`config.mk`:
```
export PLATFORM = sky130hd
export DESIGN_NAME = key_slot_allocator
export DESIGN_NICKNAME = d
export VERILOG_FILES = /design/src/hdl/ksa_pkg.sv /design/src/hdl/ksa_ram.sv /design/src/hdl/key_slot_allocator.sv
export SDC_FILE = /design/constraint.sdc
export NUM_CORES = 1
export LEC_CHECK = 0
export BUFFER_PORTS_ARGS = -buffer_cell sky130_fd_sc_hd__buf_4
export CORE_ASPECT_RATIO = 0.9
export CORE_MARGIN = 2
export CORE_UTILIZATION = 59
export CTS_BUF_LIST = sky130_fd_sc_hd__clkbuf_4
export CTS_CLUSTER_DIAMETER = 30
export CTS_CLUSTER_SIZE = 25
export DETAILED_ROUTE_END_ITERATION = 10
export HOLD_SLACK_MARGIN = 0.05
export PLACE_DENSITY = 0.82
export SYNTH_ARGS = -nofsm -noshare
export SYNTH_HDL_FRONTEND = slang
export SYNTH_SLANG_ARGS = --single-unit
```
`constraint.sdc`:
```
create_clock -name clk -period 3.2 [get_ports clk]
set_clock_uncertainty 0.1 [all_clocks]
set_input_delay 0.16 -clock clk [delete_from_list [all_inputs] [get_ports clk]]
set_output_delay 0.16 -clock clk [all_outputs]
set_load 0.02 [all_outputs]
```
`src/hdl/ksa_pkg.sv`:
```
// ksa_pkg: shared constants for the key slot allocator
// status codes, field widths and stream packing positions
// no dependencies
package ksa_pkg;

	localparam int NOTE_W = 7;
	localparam int TIME_W = 32;
	localparam int SECT_W = 8;
	localparam int KCNT_W = 4;
	localparam int SLOT_W = 3;
	localparam int STAT_W = 2;

	localparam logic [KCNT_W-1:0] KCNT_RESET = 4'd4;

	localparam logic [STAT_W-1:0] ST_OK        = 2'd0;
	localparam logic [STAT_W-1:0] ST_DROPPED   = 2'd1;
	localparam logic [STAT_W-1:0] ST_UNMATCHED = 2'd2;

	// input tdata: note, time, section, one pad bit
	localparam int IN_TDATA_W = 48;
	// output tdata: slot, note, time, section, pad to whole bytes
	localparam int OUT_TDATA_W = 56;
	// output tuser: press flag, status
	localparam int OUT_TUSER_W = 3;

endpackage

```
`src/hdl/ksa_ram.sv`:
```
// ksa_ram: generic simple dual-port ram, one write and one read port
// read data registered; no dependencies
module ksa_ram #(
	parameter int WIDTH = 8,
	parameter int DEPTH = 8
) (
	input  logic                                  clk,
	input  logic                                  we,
	input  logic [(DEPTH > 1 ? $clog2(DEPTH) : 1)-1:0] waddr,
	input  logic [WIDTH-1:0]                      wdata,
	input  logic                                  re,
	input  logic [(DEPTH > 1 ? $clog2(DEPTH) : 1)-1:0] raddr,
	output logic [WIDTH-1:0]                      rdata
);

	logic [WIDTH-1:0] mem [DEPTH];

	always_ff @(posedge clk) begin
		if (we) begin
			mem[waddr] <= wdata;
		end
		if (re) begin
			rdata <= mem[raddr];
		end
	end

endmodule

```
`src/hdl/key_slot_allocator.sv`:
```
// key_slot_allocator: assigns note press/release events to player key slots
// steps: note modulo key count by restoring division, one note bit per step,
// then per slot examined a ram read then a compare, then the output load
// a new event is taken only when idle; the slot scan and output back-pressure set this
// reset (arst_n low): all slots empty, key count 4, output empty
// uses ksa_pkg and ksa_ram
module key_slot_allocator #(
	parameter int MAX_KEYS = 8
) (
	input  logic                              clk,
	input  logic                              arst_n,
	input  logic                              cfg_we,
	input  logic [ksa_pkg::KCNT_W-1:0]        cfg_wdata,      // key_count
	input  logic                              s_axis_tvalid,
	output logic                              s_axis_tready,
	input  logic [ksa_pkg::IN_TDATA_W-1:0]    s_axis_tdata,   // note_number, event_time, section
	input  logic [0:0]                        s_axis_tuser,   // press
	output logic                              m_axis_tvalid,
	input  logic                              m_axis_tready,
	output logic [ksa_pkg::OUT_TDATA_W-1:0]   m_axis_tdata,   // slot_index, note_out, time_out, section_out
	output logic [ksa_pkg::OUT_TUSER_W-1:0]   m_axis_tuser    // press_out, status
);

	localparam int IDXW = (MAX_KEYS > 1) ? $clog2(MAX_KEYS) : 1;
	localparam int KCAP = (MAX_KEYS > 15) ? 15 : MAX_KEYS;
	localparam int NW   = ksa_pkg::NOTE_W;
	localparam int TW   = ksa_pkg::TIME_W;
	localparam int SW   = ksa_pkg::SECT_W;
	localparam int KW   = ksa_pkg::KCNT_W;

	typedef enum logic [2:0] {
		S_IDLE,
		S_DIV,
		S_RD,
		S_CMP,
		S_OUT
	} state_t;

	state_t                   state_q;
	logic [KW-1:0]            kcnt_q;
	logic [MAX_KEYS-1:0]      valid_q;
	logic [NW-1:0]            note_q;
	logic                     press_q;
	logic [TW-1:0]            time_q;
	logic [SW-1:0]            sect_q;
	logic [KW-1:0]            rem_q;
	logic [2:0]               bit_q;
	logic [IDXW-1:0]          cur_q;
	logic [KW-1:0]            cnt_q;
	logic [IDXW-1:0]          slot_q;
	logic [ksa_pkg::STAT_W-1:0] status_q;

	logic                     mvalid_q;
	logic [ksa_pkg::SLOT_W-1:0] out_slot_q;
	logic                     out_press_q;
	logic [NW-1:0]            out_note_q;
	logic [TW-1:0]            out_time_q;
	logic [SW-1:0]            out_sect_q;
	logic [ksa_pkg::STAT_W-1:0] out_status_q;

	logic [KW-1:0]            k_act;
	logic [KW:0]              trial;
	logic [KW-1:0]            rem_next;
	logic [NW-1:0]            rd_note;
	logic                     ram_we;
	logic                     hit;
	logic                     last_slot;
	logic                     wrap;
	logic                     out_load;

	// zero keys acts as one, counts above the table size saturate
	always_comb begin
		if (kcnt_q == '0) begin
			k_act = KW'(1);
		end else if (kcnt_q > KW'(KCAP)) begin
			k_act = KW'(KCAP);
		end else begin
			k_act = kcnt_q;
		end
	end

	// one restoring step of note modulo k
	always_comb begin
		trial = {rem_q, note_q[bit_q]};
		if (trial >= {1'b0, k_act}) begin
			rem_next = KW'(trial - {1'b0, k_act});
		end else begin
			rem_next = trial[KW-1:0];
		end
	end

	assign hit       = press_q ? !valid_q[cur_q] : (valid_q[cur_q] && (rd_note == note_q));
	assign last_slot = ((KW+1)'(cnt_q) + (KW+1)'(1)) == (KW+1)'(k_act);
	assign wrap      = (7'(cur_q) + 7'd1) == 7'(k_act);
	assign ram_we    = (state_q == S_CMP) && press_q && hit;
	assign out_load  = (state_q == S_OUT) && (!mvalid_q || m_axis_tready);

	ksa_ram #(
		.WIDTH(NW),
		.DEPTH(MAX_KEYS)
	) u_slot_ram (
		.clk  (clk),
		.we   (ram_we),
		.waddr(cur_q),
		.wdata(note_q),
		.re   (state_q == S_RD),
		.raddr(cur_q),
		.rdata(rd_note)
	);

	assign s_axis_tready = (state_q == S_IDLE);
	assign m_axis_tvalid = mvalid_q;
	assign m_axis_tdata  = {6'd0, out_sect_q, out_time_q, out_note_q, out_slot_q};
	assign m_axis_tuser  = {out_status_q, out_press_q};

	always_ff @(posedge clk or negedge arst_n) begin
		if (!arst_n) begin
			state_q      <= S_IDLE;
			kcnt_q       <= ksa_pkg::KCNT_RESET;
			valid_q      <= '0;
			note_q       <= '0;
			press_q      <= 1'b0;
			time_q       <= '0;
			sect_q       <= '0;
			rem_q        <= '0;
			bit_q        <= '0;
			cur_q        <= '0;
			cnt_q        <= '0;
			slot_q       <= '0;
			status_q     <= ksa_pkg::ST_OK;
			mvalid_q     <= 1'b0;
			out_slot_q   <= '0;
			out_press_q  <= 1'b0;
			out_note_q   <= '0;
			out_time_q   <= '0;
			out_sect_q   <= '0;
			out_status_q <= ksa_pkg::ST_OK;
		end else begin
			if (cfg_we) begin
				kcnt_q <= cfg_wdata;
			end
			if (out_load) begin
				mvalid_q <= 1'b1;
			end else if (mvalid_q && m_axis_tready) begin
				mvalid_q <= 1'b0;
			end
			case (state_q)
				S_IDLE: begin
					if (s_axis_tvalid) begin
						note_q  <= s_axis_tdata[NW-1:0];
						time_q  <= s_axis_tdata[NW+TW-1:NW];
						sect_q  <= s_axis_tdata[NW+TW+SW-1:NW+TW];
						press_q <= s_axis_tuser[0];
						rem_q   <= '0;
						bit_q   <= 3'(NW - 1);
						state_q <= S_DIV;
					end
				end
				S_DIV: begin
					rem_q <= rem_next;
					bit_q <= bit_q - 3'd1;
					if (bit_q == '0) begin
						cur_q    <= IDXW'(rem_next);
						cnt_q    <= '0;
						slot_q   <= '0;
						status_q <= press_q ? ksa_pkg::ST_DROPPED : ksa_pkg::ST_UNMATCHED;
						state_q  <= S_RD;
					end
				end
				S_RD: begin
					state_q <= S_CMP;
				end
				S_CMP: begin
					if (hit) begin
						valid_q[cur_q] <= press_q;
						slot_q         <= cur_q;
						status_q       <= ksa_pkg::ST_OK;
						state_q        <= S_OUT;
					end else if (last_slot) begin
						state_q <= S_OUT;
					end else begin
						cur_q   <= wrap ? '0 : cur_q + IDXW'(1);
						cnt_q   <= cnt_q + KW'(1);
						state_q <= S_RD;
					end
				end
				S_OUT: begin
					// wait for the output register to drain
					if (out_load) begin
						out_slot_q   <= ksa_pkg::SLOT_W'(slot_q);
						out_press_q  <= press_q;
						out_note_q   <= note_q;
						out_time_q   <= time_q;
						out_sect_q   <= sect_q;
						out_status_q <= status_q;
						state_q      <= S_IDLE;
					end
				end
				default: begin
					state_q <= S_IDLE;
				end
			endcase
		end
	end

endmodule
```
==> impl_metrics.tcl, run 1 <==
set metrics [dict create \
    use_met3 0.0791 \
    layout_setup_ws_ns 0.161 \
    synth_top_family_by_area "multiplexers" \
    cts_made_buffers 17 \
    grtUsageMet2 0.436 \
    ys.flop_type "dfrtp_1" \
    yosysSeqAreaShare 0.622 \
    maxCapViolCount 0 \
    rows 41 \
    dp_slack_ns 0.0921 \
    fin_cells 986 \
    grt_pass1_wl_mm 32.1 \
    layout_min_cycle_time_ns 3.04 \
    swShare 0.377 \
    antenna_cells 0 \
    period_share 0.950 \
    p_per_area_mw_per_mm2 888 \
    synth_edf_count 63 \
    place_inst 894 \
    p_int_mw 5.83 \
    cts.sink_count 199 \
    endpoint_kind "flop" \
    drc 0 \
    die_y_microns 118 \
    synth_xor_area_frac 0.0131 \
    yosysWarnings 0 \
    avgSynthCellArea_sq_um 14.2 \
    tritoncts "built" \
    p_sw_mw 3.53 \
    syn-cell-area_sq_mm 0.00851 \
    dieArea_sq_mm 0.0154 \
    synthAdderAreaFrac 0.0141 \
    seq_area_sq_mm 0.00530 \
    cts_root_buffer "clkbuf_4" \
    min_path_type "in -> async" \
    finalHoldViolations 0 \
    drive_gt1_frac 0.377 \
    power_frac_clock 0.146 \
    leakage_nw 4.55 \
    antenna_found_initial 0 \
    worst_pin_slew_ns 0.909 \
    async_flop_share 0.683 \
    critPathLaunchType "flop" \
    synth_compound_area_frac 0.0606 \
    clk_pin_slew_ns 0.16 \
    grt_pass1_vias 6045 \
    synth_seq_cells 199 \
    synthSimpleGateAreaFrac 0.0706 \
    grt.total_usage 0.276 \
    cts_htree_levels 4 \
    insertion_delay_ns 0.59 \
    die_w_microns 131 \
    core-area_sq_mm 0.0141 \
    max_clock_freq_ghz 0.329 \
    top_usage_layer "met2" \
    vias_per_cell 5.88 \
    critPathRequiredTime_ns 3.57 \
    wl_per_cell_microns 20.3 \
    combPwrFrac 0.416 \
    rsz0062_at_grt "false" \
    cp.arrival_ns 3.41 \
    slew_violations 0 \
    synth_cell_types 64 \
    status "finished clean" \
    setup_tns_ns 0 \
    path_max_fanout 6 \
    grt_max_degree 94 \
    drt_first_pass_iters 7 \
    p_seq_frac 0.438 \
    met1_usage 0.362 \
    initial_core_util 0.605 \
    io_pins 119 \
    globalRouteOverflowTotal 0 \
    irDropWorstVdd_mv 0.534 \
    drt_iter0_drc 521 \
    io_buffers 111 \
    drtAntennaViolNets 0 \
    fillers 862 \
    wl_mm 20.0 \
    area_delta_synth_final_pct 23.8 \
    route.vias.total 5797 \
    place_congestion 0.854 \
    nets 847 \
    timing.hold.ws_ns 0.0656 \
    rrSetupSlack_ns 0.16 \
    syn_inst 598 \
    multi_input_area_sq_mm 0.00298 \
    max-slew-margin-rel 0.394 \
    path_class "reg -> reg" \
    cts_max_path_buffers 2 \
    hpwl_mm 12.4 \
    finalSetupViolations 0 \
    synth.area.mux_share 0.188 \
]
==> area by class of cell <==
| class | instances | area share |
|---|---|---|
| flip-flops and latches | 199 | 0.503 |
| multi-input cells | 350 | 0.283 |
| repair buffers | 199 | 0.159 |
| well taps | 193 | 0.0229 |
| clock inverters | 15 | 0.0159 |
| clock buffers | 17 | 0.0121 |
| inverters | 13 | 0.00463 |
==> cell usage after synthesis, drive strengths merged (2+ instances only) <==
cell      n  area, sq um
xor2      3         26.3
ha        8          100
dfrtp   135         3380
o21ai    21          105
nor2b     8         50.1
nand3    14         70.1
nand3b    5         37.5
nor3b     2         15.0
a22o      2         17.5
o211ai    4         30.0
a311oi    2         17.5
o22ai    13         81.3
mux2i    14          144
and3      2         12.5
nor2     20         77.6
mux4      9          203
nand4     5         31.3
a21oi     3         15.0
a221oi    2         23.8
nand2b    9         56.3
and2      2         12.5
nor3      3         15.0
nand2    38          143
o41ai     4         35.0
a22oi     4         43.8
xnor2     7         61.3
nor4      5         31.3
o221ai    3         26.3
buf      20          136
clkbuf   21         80.1
inv      13         48.8
mux2    111         1250
edfxtp   63         1890
a221o     3         30.0
==> logic make-up after synthesis <==
kind of cell | count (synthesis)
flops | 199
fa+ha+maj | 9
mux | 134
compound gates | 71
other cells | 1
buf+inv | 54
xor+xnor | 11
simple gates | 119
==> cells in the final DEF (no fill, tap or decap), types with 3 or more instances in the layout <==
| cell | count |
|---|---|
| a21oi_1 | 3 |
| a221o_1 | 3 |
| a22oi_1 | 3 |
| buf_4 | 136 |
| clkbuf_4 | 17 |
| clkinv_4 | 3 |
| clkinvlp_4 | 3 |
| conb_1 | 6 |
| dfrtp_1 | 134 |
| dlygate4sd3_1 | 60 |
| edfxtp_1 | 63 |
| ha_1 | 8 |
| inv_1 | 13 |
| inv_6 | 3 |
| mux2_1 | 3 |
| mux2_2 | 108 |
| mux2i_1 | 12 |
| mux4_2 | 9 |
| nand2_1 | 38 |
| nand2b_1 | 9 |
| nand3_1 | 13 |
| nand3b_1 | 5 |
| nand4_1 | 5 |
| nor2_1 | 19 |
| nor2b_1 | 8 |
| nor4_1 | 5 |
| o211ai_1 | 4 |
| o21ai_0 | 19 |
| o221ai_1 | 3 |
| o22ai_1 | 13 |
| o41ai_1 | 4 |
| xnor2_1 | 7 |
| xor2_1 | 3 |
==> per-layer routing <==
metal  vias to the layer above  wire length [microns]
met1                      2926                   8020
met4                         0                    670
met2                       264                   9830
met3                        54                   1490
li1                       2553                      -
met5                         -                      0
==> sequential cells by signal, indices dropped and copies added (netlist names), 4 cells and up <==
name / count
note_q: 7
u_slot_ram.mem: 56
time_q: 32
u_slot_ram.rdata: 7
kcnt_q: 4
sect_q: 8
rem_q: 4
out_sect_q: 8
valid_q: 8
cnt_q: 4
out_time_q: 32
out_note_q: 7
==> power by group through the flow <==
stage               logic (mW)  registers, mW  clock network [mW]
CTS                       3.80           4.05                1.37
detailed placement        3.72           4.11                   0
global placement          3.55           4.03                   0
floorplan                 2.29           4.25                   0
global route              4.18           4.18                1.49
finish                    3.89           4.10                1.37
==> worst max-delay path, cell delays in order (launching register included) <==
cell and delay [ns]:
dfrtp_2 0.44, mux4_2 0.51, mux2i_2 0.22, ha_1 0.29, and4_1 0.21, nor3_2 0.16, nand3_1 0.21, mux2i_1 0.28
o22ai_1 0.12, a221o_1 0.38
==> per-stage QoR <==
step           utilization  cell area (sq um)  total power [mW]
6_report             0.750              10500              9.36
5_1_grt              0.750              10500              9.85
4_1_cts              0.749              10500              9.23
3_5_place_dp         0.685               9630              7.83
3_3_place_gp         0.685               9630              7.59
2_1_floorplan            -               8530              6.54
==> repair_timing <==
| item | in CTS | in global routing |
|---|---|---|
| endpoints found under the hold margin | 147 | 0 |
| buffers inserted | 0 | 0 |
| resized for setup | 0 | 3 |
| hold buffers | 60 | 0 |
| setup endpoints to repair | 0 | 2 |
==> final timing paths <==
path                                  start        endpoint  depth (start not counted)
max                                bit_q[0]        cur_q[2]                          9
min                                  arst_n   out_note_q[5]                          2
max reg2reg                        bit_q[0]        cur_q[2]                          9
min reg2reg                      time_q[28]  out_time_q[28]                          1
max in group asynchronous            arst_n   out_sect_q[5]                          3
min in group clk           s_axis_tdata[16]       time_q[9]                          3
Note: power is estimated with default switching activity, not from simulation.
==> inputs of run 2 (changes only) <==
--- a/config.mk
+++ b/config.mk
@@ -15,6 +15,7 @@
 export DETAILED_ROUTE_END_ITERATION = 10
 export HOLD_SLACK_MARGIN = 0.05
 export PLACE_DENSITY = 0.82
+export REMOVE_ABC_BUFFERS = 1
 export SYNTH_ARGS = -nofsm -noshare
 export SYNTH_HDL_FRONTEND = slang
 export SYNTH_SLANG_ARGS = --single-unit
==> run 2 against run 1 <==
Non-clock buffer count decreased by 1. Sequential power about the same. Power about the same. Combinational power decreased by 3%. Fmax increased by 2.9%. Sequential share of layout area decreased by 0.054 points. Cell area about the same. Die area unchanged. Worst hold slack improved by 0.071 ns.
==> impl_metrics.tcl, run 2 (synthesis gave the netlist of run 1 again) <==
set metrics [dict create \
    worst_pin_slew_ns 0.978 \
    clk_pin_slew_ns 0.15 \
    critPathLaunchType "flop" \
    core-area_sq_mm 0.0141 \
    layout_min_cycle_time_ns 2.95 \
    largest_reg_flops 56 \
    leakage_nw 4.57 \
    wl_per_cell_microns 19.7 \
    io_buffers 111 \
    max-slew-margin-rel 0.348 \
    cts_made_buffers 17 \
    reg_top3 "u_slot_ram.mem x56, out_time_q x32, time_q x32" \
    initial_core_util 0.605 \
    drtAntennaViolNets 0 \
    drive_gt1_frac 0.371 \
    grt_max_degree 110 \
    crit_chain "mux4_2, mux2i_1, ha_1, and4_1, nor3_2, nand3_1, mux2i_1, o22ai_1, a221o_1" \
    critPathMostFrequentCell "mux2i_1" \
    drt_iter0_drc 590 \
    r2r_cells 9 \
    critPathRequiredTime_ns 3.58 \
    tritoncts "built" \
    power.total_mw 9.36 \
    antenna_found_initial 1 \
    top_register "u_slot_ram.mem" \
    rrSetupSlack_ns 0.25 \
    layout_common_cells "dfrtp_1 (135), buf_4 (135), mux2_2 (108), edfxtp_1 (63), dlygate4sd3_1 (60)" \
    path_max_fanout 6 \
    route.vias.total 5699 \
    irDropWorstVdd_mv 0.571 \
    path_buf_inv 0 \
    cp_slowest_cell "mux4_2" \
    grt_pass1_vias 5938 \
    p_sw_mw 3.41 \
    p_int_mw 5.95 \
    swShare 0.364 \
    power_frac_clock 0.155 \
    slew_violations 0 \
    cts_htree_levels 4 \
    nets 846 \
    die_w_microns 131 \
    globalRouteOverflowTotal 0 \
    maxCapViolCount 0 \
    dieArea_sq_mm 0.0154 \
    status "finished clean" \
    setup_tns_ns 0 \
    rows 41 \
    endpoint_kind "flop" \
    cp.arrival_ns 3.33 \
    fin_util 0.750 \
    drc 0 \
    hpwl_mm 12.0 \
    path_class "reg -> reg" \
    p_per_area_mw_per_mm2 887 \
    wl_mm 19.4 \
    max_clock_freq_ghz 0.339 \
    area_delta_synth_final_pct 23.9 \
    cts_root_buffer "clkbuf_4" \
    finalHoldViolations 0 \
    combPwrFrac 0.405 \
    die_y_microns 118 \
    p_seq_frac 0.440 \
    grt.total_usage 0.269 \
    vias_per_cell 5.78 \
    cp_top_family "multiplexers" \
    timing.hold.ws_ns 0.136 \
    cp_slowest_stage_delay_ns 0.53 \
    worstReg2RegStart "bit_q[0]" \
    period_share 0.923 \
    io_pins 119 \
    insertion_delay_ns 0.58 \
    cts.sink_count 199 \
    r2r-end "cur_q[2]" \
    finalSetupViolations 0 \
    post_cts_buffers 0 \
    drt_first_pass_iters 5 \
    grt_pass1_wl_mm 31.5 \
    place_congestion 0.847 \
    rsz0062_at_grt "false" \
    min_path_type "in -> async" \
    cts_max_path_buffers 2 \
]
[run 2: changes by cell type in the layout (fill, tap and decap cells not counted), moves of 2 or more]
cell,previous run,this run
clkinv_4,3,1
bufinv_16,2,4
inv_6,3,1
inv_8,2,0
clkinvlp_4,3,1
clkinv_2,0,2
[run 2: power groups by stage]
| stage | clock network (mW) | logic [mW] | registers, mW |
|---|---|---|---|
| 5_1_grt | 1.57 | 4.09 | 4.21 |
| 2_1_floorplan | 0 | 2.02 | 4.40 |
| 4_1_cts | 1.46 | 3.74 | 4.07 |
| 3_3_place_gp | 0 | 3.51 | 4.05 |
| 6_report | 1.45 | 3.79 | 4.12 |
| 3_5_place_dp | 0 | 3.66 | 4.12 |
[run 2: how the worst max path moves through the flow]
stage | start | end | cells past startpoint
floorplan | state_q[2] | note_q[0] | 3
global placement | bit_q[0] | cur_q[2] | 9
detailed placement | bit_q[0] | cur_q[2] | 9
CTS | bit_q[0] | cur_q[2] | 9
global route | bit_q[0] | cur_q[2] | 9
finish | bit_q[0] | cur_q[2] | 9
[run 2: timing repair]
item	CTS	global route
hold buffers	60	0
hold endpoints to repair	161	0
endpoints found under the setup margin	0	2
gates resized for setup	0	1
[run 2: metrics by stage]
| stage | std cells | worst slack [ns] | area [sq um] |
|---|---|---|---|
| floorplan | 562 | 0.205 | 8310 |
| finish | 986 | 0.248 | 10500 |
| global placement | 893 | 0.266 | 9620 |
| CTS | 985 | 0.153 | 10500 |
| global route | 986 | 0.0287 | 10500 |
| detailed placement | 893 | 0.173 | 9620 |
[run 2: layout make-up]
cell class,count,area (sq um)
tap,193,241
timing repair buffer,198,1670
clock buffer,18,135
fill,809,3510
clock inverter,14,179
multi-input combinational,350,2980
sequential,199,5300
antenna,1,2.50
inverter,13,48.8
[run 2: per-layer routing]
layer | GRT usage | part of all wire | up-vias
li1 | - | - | 2545
met1 | 0.357 | 0.40 | 2881
met2 | 0.424 | 0.50 | 239
met3 | 0.0950 | 0.083 | 34
met4 | 0.0738 | 0.018 | 0
met5 | 0 | 0 | -
==> inputs of run 3 (changes only) <==
--- a/config.mk
+++ b/config.mk
@@ -7,7 +7,6 @@
 export LEC_CHECK = 0
 export BUFFER_PORTS_ARGS = -buffer_cell sky130_fd_sc_hd__buf_4
 export CORE_ASPECT_RATIO = 0.9
-export CORE_MARGIN = 2
 export CORE_UTILIZATION = 59
 export CTS_BUF_LIST = sky130_fd_sc_hd__clkbuf_4
 export CTS_CLUSTER_DIAMETER = 30
@@ -15,6 +14,7 @@
 export DETAILED_ROUTE_END_ITERATION = 10
 export HOLD_SLACK_MARGIN = 0.05
 export PLACE_DENSITY = 0.82
+export RECOVER_POWER = 100
 export REMOVE_ABC_BUFFERS = 1
 export SYNTH_ARGS = -nofsm -noshare
 export SYNTH_HDL_FRONTEND = slang
==> run 3 against run 2 <==
The run now ends with max-capacitance violations, max-slew violations left. Wire length fell by 2.3%. Count of clock-buffer cells in the layout rose by 1. Register-to-register slack got worse by 0.03 ns. Sequential power fell by 1%. Sequential cell count did not move. First-iteration DRC count rose by 0.34%. Via count fell by 1.5%. Clock power fell by 11%. Non-clock buffer count fell by 1. Worst setup slack got worse by 0.033 ns. Fmax fell by 1.1%. Largest cell class unchanged.
==> impl_metrics.tcl, run 3 (synthesis gave the netlist of run 1 again) <==
set metrics [dict create \
    status "complete, but fails checks" \
    violations "max-capacitance violations, max-slew violations" \
    drtAntennaViolNets 0 \
    place_congestion 0.824 \
    die_y_microns 116 \
    drt_first_pass_iters 5 \
    core-area_sq_mm 0.0141 \
    dieArea_sq_mm 0.0149 \
    reg_top3 "u_slot_ram.mem x56, out_time_q x32, time_q x32" \
    hpwl_mm 11.9 \
    drt_iter0_drc 592 \
    worst_pin_slew_ns 2.08 \
    tritoncts "built" \
    cts_max_path_buffers 2 \
    clk_pin_slew_ns 0.16 \
    wl_per_cell_microns 19.3 \
    rsz0062_at_grt "false" \
    area_delta_synth_final_pct 19.8 \
    globalRouteOverflowTotal 0 \
    critPathLaunchType "flop" \
    path_class "reg -> reg" \
    period_share 0.933 \
    maxCapViolCount 1 \
    min_path_type "in -> reg" \
    max-slew-margin-rel -0.390 \
    slew_violations 85 \
    layout_min_cycle_time_ns 2.99 \
    largest_reg_flops 56 \
    cp.arrival_ns 3.35 \
    vias_per_cell 5.71 \
    setup_tns_ns 0 \
    grt_max_degree 85 \
    layout_common_cells "dfrtp_1 (134), mux2_2 (106), clkbuf_1 (74), edfxtp_1 (63), dlygate4sd3_1 (60)" \
    route.vias.total 5616 \
    insertion_delay_ns 0.56 \
    nets 845 \
    post_cts_buffers 0 \
    endpoint_kind "flop" \
    fillers 917 \
    place_inst 892 \
    fin_cells 984 \
    drive_gt1_frac 0.278 \
    leakage_nw 4.24 \
    finalSetupViolations 0 \
    finalHoldViolations 0 \
    initial_core_util 0.605 \
    rows 41 \
    antenna_cells 0 \
    grt.total_usage 0.273 \
    io_buffers 111 \
    cts.sink_count 199 \
    dp_slack_ns -0.0267 \
    drc 0 \
    p_per_area_mw_per_mm2 882 \
    mostFrequentLayoutCell "dfrtp_1" \
    die_w_microns 129 \
    grt_pass1_wl_mm 30.4 \
    wl_mm 19.0 \
    cts_htree_levels 4 \
    cts_made_buffers 17 \
    layout_setup_ws_ns 0.214 \
    power.total_mw 8.99 \
    antenna_found_initial 0 \
    grt_pass1_vias 5937 \
    critPathRequiredTime_ns 3.56 \
    top_register "u_slot_ram.mem" \
    fin_util 0.726 \
    max_clock_freq_ghz 0.335 \
    irDropWorstVdd_mv 0.754 \
    io_pins 119 \
    cts_root_buffer "clkbuf_4" \
    path_max_fanout 6 \
]
==> run 3: cell count changes in the layout (fill, tap and decap cells not counted), sizes merged <==
| cell | change |
|---|---|
| buf | -79 |
| clkinv | +3 |
| clkinvlp | -1 |
| inv | -1 |
| diode | -1 |
| clkbuf | +79 |
| bufinv | -2 |
==> run 3: cell type report <==
cell class,instances,area [sq um],area share
Inverter,13,48.8,0.00478
Tap cell,193,241,0.0237
Multi-Input combinational cell,350,3000,0.294
Sequential cell,199,5300,0.519
Clock inverter,13,128,0.0125
Clock buffer,19,143,0.0140
Timing Repair Buffer,197,1340,0.132
==> run 3: critical path, cell delays in order, from the launching register on <==
cell and delay, ns:
dfrtp_2 0.44, mux4_2 0.55, mux2i_4 0.22, ha_1 0.29
and4_1 0.22, nor3_2 0.17, nand3_2 0.15, mux2i_2 0.27
o22ai_1 0.13, a221o_1 0.35
==> run 3: power breakdown <==
| part | internal [mW] | total [mW] | switching [mW] |
|---|---|---|---|
| clock network | 0.479 | 1.29 | 0.815 |
| logic | 1.58 | 3.63 | 2.05 |
| registers | 3.52 | 4.07 | 0.551 |
| total | 5.57 | 8.99 | 3.42 |
==> run 3: final timing paths <==
check | slack, ns | cells after the start | startpoint | to
setup / recovery | 0.21 | 9 | bit_q[0] | cur_q[2]
hold / removal | 0.27 | 3 | s_axis_tdata[33] | time_q[26]
setup reg to reg | 0.21 | 9 | bit_q[0] | cur_q[2]
hold reg to reg | 0.41 | 1 | valid_q[7] | valid_q[7]
max in group asynchronous | 0.64 | 3 | arst_n | valid_q[5]
min in group asynchronous | 0.60 | 2 | arst_n | cur_q[2]
==> run 3: layer usage <==
metal	global-route usage	wire length, microns
met5	0	0
met4	0.0769	210
met3	0.0762	1260
met2	0.454	9430
met1	0.355	8060
==> run 3: through the flow <==
| stage | hold slack, ns | area, sq um |
|---|---|---|
| 6_report | 0.266 | 10200 |
| 4_1_cts | 0.102 | 10500 |
| 5_1_grt | 0.227 | 10200 |
| 2_1_floorplan | -0.236 | 8310 |
| 3_3_place_gp | 0.148 | 9620 |
| 3_5_place_dp | 0.157 | 9620 |
==> run 3: what timing repair did <==
action / in CTS / in global routing
endpoints found under the setup margin: 1 / 3
hold endpoints to repair: 146 / 0
resized for setup: 1 / 5
hold buffers: 60 / 0
